===== src/design/tphi_pkg.sv =====
package tphi_pkg;

	localparam int NCOORD = 9;
	localparam int CW_BITS = 32;

	// Operation codes of the request channel.
	localparam logic [1:0] FUNC_RECORD = 2'd0;
	localparam logic [1:0] FUNC_QUERY  = 2'd1;
	localparam logic [1:0] FUNC_CLEAR  = 2'd2;

	// Configuration register indexes.
	localparam logic REG_HISTORY_SLOTS = 1'b0;
	localparam logic REG_CLIENT_LIMIT  = 1'b1;

	localparam logic [5:0] HISTORY_SLOTS_RST = 6'd9;
	localparam logic [6:0] CLIENT_LIMIT_RST  = 7'd64;

	// Interpolation fraction of exactly one in Q1.16.
	localparam logic [16:0] FRAC_ONE = 17'h10000;

	// Origin xyz, box minimum xyz, box maximum xyz; element 0 is origin x.
	typedef logic [NCOORD-1:0][CW_BITS-1:0] coords_t;

	typedef enum logic [13:0] {
		S_IDLE = 14'b00000000000001,
		S_META = 14'b00000000000010,
		S_MCAP = 14'b00000000000100,
		S_MODH = 14'b00000000001000,
		S_REC  = 14'b00000000010000,
		S_WRD  = 14'b00000000100000,
		S_WEV  = 14'b00000001000000,
		S_POST = 14'b00000010000000,
		S_CWB  = 14'b00000100000000,
		S_CWA  = 14'b00001000000000,
		S_DIV  = 14'b00010000000000,
		S_MUL  = 14'b00100000000000,
		S_ADD  = 14'b01000000000000,
		S_DONE = 14'b10000000000000
	} state_t;

	typedef struct packed {
		logic accept;
		logic meta_rd;
		logic meta_cap;
		logic mod_step;
		logic walk_init;
		logic rec_wr;
		logic stamp_rd;
		logic walk_ev;
		logic post;
		logic cap_b;
		logic copy_b;
		logic cap_a;
		logic f_zero;
		logic f_one;
		logic div_init;
		logic div_step;
		logic mul;
		logic add;
		logic out_load;
	} cmd_t;

	typedef struct packed {
		logic [1:0] func;
		logic       client_act;
		logic       h_ge_n;
		logic       cnt_zero;
		logic       walk_end;
		logic       hb;
		logic       ha;
		logic       t_eq;
		logic       t_lt;
		logic       num_ge_den;
		logic       div_last;
		logic       k_last;
		logic       out_busy;
	} sts_t;

endpackage


===== src/design/tphi_ctrl.sv =====
module tphi_ctrl
	import tphi_pkg::*;
(
	input  logic clk,
	input  logic arst_n,
	input  logic req_valid,
	output logic req_ready,
	input  sts_t sts,
	output cmd_t cmd
);
	state_t state_q, state_d;

	always_ff @(posedge clk or negedge arst_n) begin
		if (!arst_n) begin
			state_q <= S_IDLE;
		end else begin
			state_q <= state_d;
		end
	end

	assign req_ready = (state_q == S_IDLE);

	always_comb begin
		cmd     = '0;
		state_d = state_q;
		case (state_q)
			S_IDLE: begin
				if (req_valid) begin
					cmd.accept = 1'b1;
					state_d    = S_META;
				end
			end
			S_META: begin
				if ((sts.func == FUNC_RECORD || sts.func == FUNC_QUERY) && sts.client_act) begin
					cmd.meta_rd = 1'b1;
					state_d     = S_MCAP;
				end else begin
					state_d = S_DONE;
				end
			end
			S_MCAP: begin
				cmd.meta_cap = 1'b1;
				state_d      = S_MODH;
			end
			S_MODH: begin
				if (sts.h_ge_n) begin
					cmd.mod_step = 1'b1;
				end else if (sts.func == FUNC_RECORD) begin
					state_d = S_REC;
				end else if (sts.cnt_zero) begin
					state_d = S_DONE;
				end else begin
					cmd.walk_init = 1'b1;
					state_d       = S_WRD;
				end
			end
			S_REC: begin
				cmd.rec_wr = 1'b1;
				state_d    = S_DONE;
			end
			S_WRD: begin
				cmd.stamp_rd = 1'b1;
				state_d      = S_WEV;
			end
			S_WEV: begin
				cmd.walk_ev = 1'b1;
				state_d     = sts.walk_end ? S_POST : S_WRD;
			end
			S_POST: begin
				if (sts.hb) begin
					cmd.post = 1'b1;
					state_d  = S_CWB;
				end else begin
					state_d = S_DONE;
				end
			end
			S_CWB: begin
				cmd.cap_b = 1'b1;
				if (sts.ha) begin
					state_d = S_CWA;
				end else begin
					cmd.copy_b = 1'b1;
					state_d    = S_DONE;
				end
			end
			S_CWA: begin
				cmd.cap_a = 1'b1;
				if (sts.t_eq || sts.t_lt) begin
					cmd.f_zero = 1'b1;
					state_d    = S_MUL;
				end else if (sts.num_ge_den) begin
					cmd.f_one = 1'b1;
					state_d   = S_MUL;
				end else begin
					cmd.div_init = 1'b1;
					state_d      = S_DIV;
				end
			end
			S_DIV: begin
				cmd.div_step = 1'b1;
				if (sts.div_last) begin
					state_d = S_MUL;
				end
			end
			S_MUL: begin
				cmd.mul = 1'b1;
				state_d = S_ADD;
			end
			S_ADD: begin
				cmd.add = 1'b1;
				state_d = sts.k_last ? S_DONE : S_MUL;
			end
			S_DONE: begin
				if (!sts.out_busy) begin
					cmd.out_load = 1'b1;
					state_d      = S_IDLE;
				end
			end
			default: begin
				state_d = S_IDLE;
			end
		endcase
	end
endmodule


===== config.mk =====
export PLATFORM = sky130hd
export DESIGN_NAME = tphi_ctrl
export DESIGN_NICKNAME = d
export VERILOG_FILES = /design/src/design/tphi_pkg.sv /design/src/design/tphi_ctrl.sv
export SDC_FILE = /design/constraint.sdc
export NUM_CORES = 1
export LEC_CHECK = 0
export ABC_AREA = 1
export BUFFER_PORTS_ARGS = -buffer_cell sky130_fd_sc_hd__buf_2
export CAP_MARGIN = 20
export CORE_MARGIN = 2
export CORE_UTILIZATION = 30
export CTS_BUF_LIST = sky130_fd_sc_hd__clkbuf_4 sky130_fd_sc_hd__clkbuf_8
export CTS_CLUSTER_SIZE = 24
export DETAILED_ROUTE_END_ITERATION = 12
export PLACE_DENSITY = 0.54
export SLEW_MARGIN = 5
export SYNTH_ARGS = -nofsm -noshare
export SYNTH_HDL_FRONTEND = slang
export SYNTH_SLANG_ARGS = --single-unit

===== constraint.sdc =====
create_clock -name clk -period 1.5 [get_ports clk]
set_clock_uncertainty 0.15 [all_clocks]
set_input_delay 0.3 -clock clk [delete_from_list [all_inputs] [get_ports clk]]
set_output_delay 0.3 -clock clk [all_outputs]
set_load 0.01 [all_outputs]

==> results of run 1 <==
-- routing by layer --
| layer | global-route usage | part of all wire |
|---|---|---|
| met5 | 0 | 0 |
| met2 | 0.274 | 0.51 |
| met1 | 0.209 | 0.44 |
| met4 | 0.0639 | 0.016 |
| met3 | 0.0214 | 0.032 |
-- per-stage QoR --
stage,setup TNS (ps),setup WS [ps],hold slack (ps)
3_3_place_gp,-3890,-252,74.8
3_5_place_dp,-4020,-249,73.9
4_1_cts,-11150,-515,62.8
2_1_floorplan,-149,-40.1,-146
5_1_grt,-13890,-606,56.6
6_report,-11330,-516,67.5
-- power groups by stage --
stage	combinational (mW)	sequential, mW	clock, mW
2_1_floorplan	0.470	0.461	0
3_3_place_gp	0.697	0.464	0
3_5_place_dp	0.695	0.465	0
4_1_cts	0.942	0.458	0.288
5_1_grt	1.11	0.462	0.315
6_report	1.03	0.458	0.292
-- how the worst max path moves through the flow --
stage                     start    endpoint  slack (ps)
floorplan            state_q[6]      cmd[5]         -40
global placement     state_q[8]  state_q[4]        -250
detailed placement   state_q[8]     cmd[16]        -250
CTS                  state_q[9]     cmd[17]        -520
global route        state_q[12]      cmd[5]        -610
finish               state_q[7]      cmd[5]        -520
-- cell type report --
type | instances | share of cell area
Multi-Input combinational cell | 119 | 0.398
Timing Repair Buffer | 82 | 0.316
Sequential cell | 14 | 0.172
Inverter | 35 | 0.0681
Tap cell | 46 | 0.0282
Clock buffer | 4 | 0.0178
-- cell families after synthesis --
kind of cell	after synthesis
simple gates	109
buf+inv	36
flops	14
compound gates	10
-- worst max-delay path, cell delays in order, from the launching register on --
cell	delay, ps
dfrtp_1	420
nor2_4	140
nand2_4	100
nor2_8	220
nand2_8	100
nor4_4	120
buf_2	160
-- layout by cell type (no fill, tap or decap), types with 5 or more instances in the layout --
master	count
buf_2	24
buf_4	34
buf_6	23
dfrtp_1	13
inv_1	22
inv_2	10
nand2_1	22
nand2_2	9
nand2_4	12
nand3_1	6
nor2_1	26
nor2_2	9
nor2_4	13
o21ai_1	5
-- repair_timing --
action / in CTS / in global routing
gates resized for setup: 48 / 30
endpoints found under the setup margin: 28 / 33
hold buffers: 1 / 0
hold endpoints to repair: 13 / 0
pin swaps: 12 / 11
buffers inserted: 15 / 13
==> impl_metrics.py, run 1 <==
metrics = {
    "logic_synthesis": {
        "yosys.area_share.simple": 0.480,
        "synth_cell_types": 20,
        "synth_compound_area_frac": 0.0478,
        "synth_top_family_by_area": "simple AND/OR/NAND/NOR gates",
        "yosys_warnings": 0,
        "async_reset_ff_frac": 1.00,
        "yosys.area.top_type": "dfrtp_1",
        "synth.top_cell.area_share": 0.311,
        "synth_fa_ha_area_frac": 0,
        "syn_area_um2": 1050,
        "synth_seq_cells": 14,
        "yosysMostFrequentCell": "nor2_1",
        "synthFlopType": "dfrtp_1",
        "synth_enable_flop_cells": 0,
        "syn_avg_cell_area_um2": 6.19,
        "syn_inst": 169,
        "synthXorXnorAreaFrac": 0,
        "synth_area_leaders": "dfrtp_1 31%, nor2_1 15%, nand2_1 13%",
        "yosysSeqAreaShare": 0.336,
        "synth_common_cells": "42 x nor2_1, 35 x nand2_1, 32 x inv_1, 13 x dfrtp_1, 10 x nand3_1",
        "synthMuxAreaShare": 0,
        "synth_fp_nets": 186,
    },
    "detailed_routing": {
        "firstDrtPassIters": 4,
        "wl_per_cell_um": 10.7,
        "drt_wl_total_mm": 3.20,
        "vias_per_cell": 4.27,
        "drt_iter0_drc": 24,
        "antenna_left": 0,
        "vias": 1282,
        "drc": 0,
    },
    "min_path": {
        "hp-start": "sts[13]",
        "whs_path_depth": 2,
        "hold_end": "state_q[2]",
        "min-delay-path-class": "in -> reg",
    },
    "die": {
        "dieArea_um2": 3980,
        "die_x_um": 63.1,
        "fp-row-count": 21,
        "chipHeight_um": 63.1,
        "num_io_pins": 37,
        "core_um2": 3340,
        "initial_core_util": 0.313,
    },
    "sta": {
        "hold_viol": 0,
        "worst-slew-pin-transition_ps": 348,
        "finalCritPeriodShare": 1.34,
        "grt_setup_unrepaired": "yes",
        "min_period_ps": 2020,
        "slew_violations": 0,
        "max_slew_margin": 0.768,
        "timing.fmax_mhz": 496,
        "setup_ws_ps": -516,
        "setup_viol": 29,
    },
    "finish": {
        "fin_area_um2": 2040,
        "syn2layout_area_growth_pct": 95.0,
        "largest_register_ffs": 14,
        "final_cells": 300,
        "multi_input_area_um2": 811,
        "antenna_cells": 0,
        "layout-drive-gt1-share": 0.598,
        "fillers": 307,
        "top_register": "state_q",
        "regArea_um2": 352,
        "final_util": 0.611,
        "fin_nets": 272,
        "top_regs": "state_q (14)",
    },
    "place": {
        "hpwl_mm": 2.19,
        "portBuffers": 36,
        "placed_cells": 269,
        "globalplace.congestion": 0.815,
        "dpl_cell_area_um2": 1510,
    },
    "setup_path": {
        "rrSetupSlack_ps": -400,
        "endpoint_kind": "primary output",
        "crit_type": "reg -> out",
        "worst_r2r_startpoint": "state_q[9]",
        "path_max_fanout": 6,
        "r2r_end": "state_q[5]",
        "ff2ff_path_depth": 13,
        "crit_required_ps": 1050,
        "worstPathArrival_ps": 1570,
        "critPathLaunchType": "flip-flop",
    },
    "power_and_ir_drop": {
        "p_int_mw": 1.02,
        "netSwitchingFraction": 0.427,
        "p_sw_mw": 0.759,
        "seqPwrFrac": 0.258,
        "power_mw": 1.78,
        "p_leak_nw": 1.15,
        "combPwrFrac": 0.578,
        "p_clk_frac": 0.164,
        "ir_worst_vdd_mv": 0.779,
        "power_density_nw_per_um2": 871,
    },
    "global_routing": {
        "grt_pass1_wl_mm": 5.03,
        "antenna_found_initial": 0,
        "grt_pass1_vias": 1159,
        "grt_start_max_net_pins": 15,
        "grt.overflow.total": 0,
        "grtUsageTotal": 0.162,
    },
    "cts": {
        "clock_latency_ps": 300,
        "cts.sinks": 14,
        "cts_root_buf": "clkbuf_4",
        "cts_inserted_buffers": 3,
        "clk_pin_slew_ps": 100,
        "clock_path_buffers": 2,
        "cts_tree": "yes",
        "htreeDepth": 1,
    },
    "status": {
        "status": "finished, violations left",
        "violations": "setup timing",
    },
    "run": {
        "drv_cap": 0,
    },
}
(Power assumes the default switching activity.)
==> inputs of run 2 (changes only) <==
- CORE_MARGIN: 2 -> default
- GPL_TIMING_DRIVEN: default -> 0
==> run 2 against run 1 <==
Net effect:
- the flow still finishes with violations (setup timing)
- sequential cell count unchanged
- clock-buffer cell count unchanged
- worst setup slack about the same
- clock power down 1%
- hold slack worse by 2.1 ps
- total power down 8.2%
- wire length down 12%
- cell count down 10%
- sequential share of layout area up 4.1 points
- fmax about the same
- first-iteration DRC count up 42%
- critical path depth unchanged
==> impl_metrics.py, run 2 (synthesized netlist as in run 1, its figures left out) <==
metrics = {
    "min_path": {
        "min-delay-path-class": "in -> reg",
        "hp-start": "sts[8]",
        "whs_path_depth": 3,
    },
    "setup_path": {
        "crit_required_ps": 1050,
        "worstPathCellList": "nor2_4 > nand2_4 > nor2_8 > nand2_4 > nor4_4 > buf_2",
        "critPathLaunchType": "flip-flop",
        "cpMaxStageDelayCell": "dfrtp_1",
        "r2r_end": "state_q[5]",
        "cp-endpoint": "cmd[5]",
        "crit_type": "reg -> out",
        "crit_path_max_incr_delay_ps": 430,
        "worst_r2r_startpoint": "state_q[0]",
        "ff2ff_path_depth": 10,
        "rrSetupSlack_ps": -260,
        "cp-startpoint": "state_q[5]",
        "worstPathArrival_ps": 1570,
        "endpoint_kind": "primary output",
        "cp_common_cell": "nand2_4",
        "path_max_fanout": 6,
    },
    "die": {
        "die_x_um": 61.1,
        "fp-row-count": 21,
        "dieArea_um2": 3730,
        "chipHeight_um": 61.1,
        "initial_core_util": 0.313,
        "core_um2": 3340,
        "num_io_pins": 37,
    },
    "power_and_ir_drop": {
        "combPwrFrac": 0.541,
        "ir_worst_vdd_mv": 0.819,
        "p_leak_nw": 0.978,
        "p_clk_frac": 0.177,
        "p_sw_mw": 0.702,
        "p_int_mw": 0.928,
        "seqPwrFrac": 0.283,
        "netSwitchingFraction": 0.431,
        "power_density_nw_per_um2": 992,
    },
    "finish": {
        "top_regs": "state_q (14)",
        "final_cells": 270,
        "fillers": 365,
        "syn2layout_area_growth_pct": 57.2,
        "antenna_cells": 0,
        "fin_nets": 242,
        "largest_register_ffs": 14,
        "mostFrequentLayoutCell": "buf_2",
        "layout_common_cells": "33 x buf_2, 30 x inv_1, 26 x nor2_1",
        "top_register": "state_q",
        "layout-drive-gt1-share": 0.487,
    },
    "sta": {
        "finalCritPeriodShare": 1.34,
        "slew_violations": 0,
        "hold_viol": 0,
        "hold_ws_ps": 65.4,
        "max_slew_margin": 0.767,
        "setup_viol": 25,
        "grt_setup_unrepaired": "yes",
        "setup_ws_ps": -516,
        "timing.fmax_mhz": 496,
        "min_period_ps": 2020,
        "worst-slew-pin-transition_ps": 350,
    },
    "global_routing": {
        "grt.overflow.total": 0,
        "antenna_found_initial": 0,
        "grt_pass1_vias": 990,
        "grt_pass1_wl_mm": 4.31,
        "grt_start_max_net_pins": 15,
        "grtUsageTotal": 0.162,
    },
    "detailed_routing": {
        "drt_wl_total_mm": 2.81,
        "drc": 0,
        "vias_per_cell": 4.31,
        "vias": 1163,
        "firstDrtPassIters": 4,
        "antenna_left": 0,
        "wl_per_cell_um": 10.4,
        "drt_iter0_drc": 34,
    },
    "cts": {
        "htreeDepth": 1,
        "cts_tree": "yes",
        "clock_path_buffers": 2,
        "clk_pin_slew_ps": 90,
        "cts_inserted_buffers": 3,
        "cts_root_buf": "clkbuf_4",
        "cts.sinks": 14,
        "clock_latency_ps": 290,
    },
    "status": {
        "status": "finished, violations left",
        "violations": "setup timing",
    },
    "place": {
        "globalplace.congestion": 0.828,
        "portBuffers": 36,
        "placed_cells": 251,
        "hpwl_mm": 2.04,
    },
    "run": {
        "drv_cap": 0,
    },
}
==> run 2: cell count changes in the layout (fill, tap and decap cells not counted), moves of 2 or more <==
cell / before / now
buf_2: 24 / 33
buf_4: 34 / 12
buf_6: 23 / 6
inv_1: 22 / 30
inv_2: 10 / 5
inv_4: 3 / 0
nand2_1: 22 / 25
nand2_2: 9 / 12
nand2_4: 12 / 6
nand3_4: 2 / 0
nor2_2: 9 / 12
nor2_4: 13 / 10
==> run 2: what timing repair did <==
| item | in CTS | in global routing |
|---|---|---|
| endpoints found under the setup margin | 25 | 26 |
| endpoints found under the hold margin | 13 | 0 |
| pin swaps | 8 | 9 |
| gates resized for setup | 20 | 12 |
| hold buffers | 1 | 0 |
| buffers inserted | 10 | 4 |
==> run 2: stage by stage <==
| step | setup WS [ps] | TNS [ps] | utilization | cell area [um^2] | power, mW |
|---|---|---|---|---|---|
| 2_1_floorplan | -40.1 | -149 | - | 1140 | 0.931 |
| 3_3_place_gp | -247 | -3730 | 0.414 | 1380 | 1.09 |
| 5_1_grt | -631 | -13450 | 0.493 | 1640 | 1.76 |
| 3_5_place_dp | -227 | -3560 | 0.414 | 1380 | 1.09 |
| 6_report | -516 | -10620 | 0.493 | 1640 | 1.63 |
| 4_1_cts | -507 | -10540 | 0.473 | 1580 | 1.57 |
==> run 2: power by group through the flow <==
stage	Sequential, mW	Combinational, mW	Clock (mW)
after CTS	0.461	0.815	0.299
after floorplan	0.461	0.470	0
after detailed placement	0.466	0.619	0
final	0.461	0.881	0.288
after global routing	0.464	0.971	0.321
after global placement	0.464	0.623	0
==> run 2: critical path, delay by kind of cell (launching register included) <==
kind                   cells  cell delay, ps
AND/OR/NAND/NOR            5             670
flip-flops                 1             430
buffers and inverters      1             160
==> run 2: cell type report <==
| type | instances | area [um^2] | share of cell area |
|---|---|---|---|
| Buffer | 1 | 11.3 | 0.00685 |
| Sequential cell | 14 | 352 | 0.214 |
| Timing Repair Buffer | 51 | 322 | 0.196 |
| Clock buffer | 4 | 36.3 | 0.0221 |
| Multi-Input combinational cell | 119 | 734 | 0.447 |
| Tap cell | 46 | 57.6 | 0.0350 |
| Inverter | 35 | 131 | 0.0799 |
==> run 2: worst min-delay path by stage <==
stage / end / slack, ps
2_1_floorplan: state_q[10] / -150
3_3_place_gp: state_q[9] / 80
3_5_place_dp: state_q[12] / 80
4_1_cts: state_q[7] / 60
5_1_grt: state_q[7] / 60
6_report: state_q[7] / 70
==> run 2: routing by layer <==
layer,GRT usage,vias up,wire length [um]
met5,0,-,0
met4,0.0714,0,34
met2,0.266,33,1310
li1,-,613,-
met1,0.207,513,1360
met3,0.0294,4,110
==> inputs of run 3 (changes only) <==
- PLACE_DENSITY: 0.54 -> default
- PLACE_DENSITY_LB_ADDON: default -> 0.1
- clock period: 1.5 -> 1.66 ns (I/O delays scaled with it)
==> run 3 against run 2 <==
Net effect:
- via count grew 4.6%
- clock power shrank 9.7%
- worst setup slack gained 120 ps
- the run still ends with setup timing left
- cell count grew 4.1%
- clock-buffer cell count is the same
- die area is the same
- hold slack gained 28 ps
- sequential share of layout area shrank 1.8 points
- sequential power shrank 11%
- register-to-register slack lost 60 ps
==> impl_metrics.py, run 3 (synthesized netlist as in run 1, its figures left out) <==
metrics = {
    "sta": {
        "max_slew_margin": 0.769,
        "finalCritPeriodShare": 1.24,
        "worst-slew-pin-transition_ps": 347,
        "hold_ws_ps": 93.7,
        "slew_violations": 0,
        "setup_viol": 25,
        "min_period_ps": 2060,
        "hold_viol": 0,
        "grt_setup_unrepaired": "yes",
        "setup_ws_ps": -400,
        "timing.fmax_mhz": 486,
    },
    "finish": {
        "fin_nets": 253,
        "syn2layout_area_growth_pct": 71.7,
        "final_util": 0.538,
        "multi_input_area_um2": 747,
        "fin_area_um2": 1800,
        "top_regs": "state_q (14)",
        "antenna_cells": 0,
        "fillers": 350,
        "regArea_um2": 352,
        "layout-drive-gt1-share": 0.519,
        "top_register": "state_q",
        "layout_common_cells": "27 x nor2_1, 27 x buf_2, 25 x inv_1, 25 x nand2_1, 20 x buf_4",
        "largest_register_ffs": 14,
        "final_cells": 281,
    },
    "place": {
        "dpl_cell_area_um2": 1300,
        "hpwl_mm": 2.10,
        "globalplace.congestion": 0.840,
        "portBuffers": 36,
        "placed_cells": 251,
    },
    "power_and_ir_drop": {
        "power_density_nw_per_um2": 838,
        "p_sw_mw": 0.639,
        "p_leak_nw": 1.06,
        "netSwitchingFraction": 0.425,
        "combPwrFrac": 0.554,
        "power_mw": 1.50,
        "seqPwrFrac": 0.273,
        "ir_worst_vdd_mv": 0.613,
        "p_clk_frac": 0.173,
        "p_int_mw": 0.865,
    },
    "setup_path": {
        "endpoint_kind": "primary output",
        "critPathLaunchType": "flip-flop",
        "worst_r2r_startpoint": "state_q[11]",
        "path_max_fanout": 5,
        "worstPathArrival_ps": 1580,
        "crit_type": "reg -> out",
        "crit_required_ps": 1180,
        "cp-startpoint": "state_q[3]",
    },
    "global_routing": {
        "grtUsageTotal": 0.175,
        "antenna_found_initial": 0,
        "grt_pass1_vias": 1077,
        "grt_start_max_net_pins": 15,
        "use_met3": 0.0273,
        "busiest_layer": "met2",
        "grt.overflow.total": 0,
        "grt_pass1_wl_mm": 4.69,
        "use_met2": 0.297,
        "grt_use_met1": 0.223,
    },
    "detailed_routing": {
        "drc": 0,
        "vias": 1217,
        "drt_wl_total_mm": 3.13,
        "wl_per_cell_um": 11.1,
        "firstDrtPassIters": 4,
        "antenna_left": 0,
        "vias_per_cell": 4.33,
        "drt_iter0_drc": 23,
    },
    "cts": {
        "cts_root_buf": "clkbuf_4",
        "cts_inserted_buffers": 3,
        "clock_latency_ps": 290,
        "cts.sinks": 14,
        "cts_tree": "yes",
        "clock_path_buffers": 2,
        "htreeDepth": 1,
        "clk_pin_slew_ps": 100,
    },
    "run": {
        "drv_cap": 0,
    },
    "die": {
        "initial_core_util": 0.313,
        "chipHeight_um": 61.1,
        "die_x_um": 61.1,
        "num_io_pins": 37,
        "dieArea_um2": 3730,
        "fp-row-count": 21,
        "core_um2": 3340,
    },
    "status": {
        "violations": "setup timing",
        "status": "finished, violations left",
    },
    "min_path": {
        "min-delay-path-class": "in -> reg",
        "hp-start": "sts[13]",
    },
}
## run 3: cell count changes in the layout (fill, tap and decap cells not counted), sizes merged
cell  change
buf      +11
## run 3: repair_timing
action / 4_1_cts / 5_1_grt
buffers inserted: 15 / 10
pin swaps: 13 / 9
hold endpoints to repair: 13 / 0
hold buffers: 1 / 0
gates resized for setup: 37 / 39
setup endpoints to repair: 25 / 25
## run 3: critical path, cell delays in order (launching register included)
cell and delay [ps]:
dfrtp_1 420, nor2_4 150, nand2_4 110, nor2_8 180, buf_6 150, nand2_1 50
nor2_1 90, buf_2 130
## run 3: power groups by stage
stage	clock network [mW]	logic, mW	registers, mW
global route	0.282	0.900	0.417
detailed placement	0	0.506	0.412
CTS	0.272	0.744	0.410
floorplan	0	0.373	0.407
finish	0.260	0.833	0.411
global placement	0	0.504	0.411
## run 3: stage by stage
stage          worst slack, ps  TNS (ps)
3_3_place_gp              -169     -1430
3_5_place_dp              -200     -1710
4_1_cts                   -376     -7200
2_1_floorplan             20.1         0
6_report                  -400     -8180
5_1_grt                   -504    -10760
## run 3: path summary, 6_finish.rpt
path / end / slack [ps] / cells after the start
worst max-delay path: cmd[0] / -400 / 7
worst min-delay path: state_q[2] / 90 / 2
worst min register to register: state_q[0] / 500 / 3
min in group asynchronous: state_q[6] / 310 / 2
worst max register to register: state_q[0] / -320 / 13
max in group asynchronous: state_q[0] / 750 / 2
## run 3: cell type report
cell class	count	area share
plain buffers	1	0.00627
clock buffers	4	0.0202
inverters	35	0.0774
multi-input cells	119	0.416
flip-flops and latches	14	0.196
well taps	46	0.0321
repair buffers	62	0.252
## run 3: layer usage
layer	vias up	routed length [um]
li1	637	-
met1	544	1320
met2	32	1650
met3	4	121
met4	0	31
met5	-	0
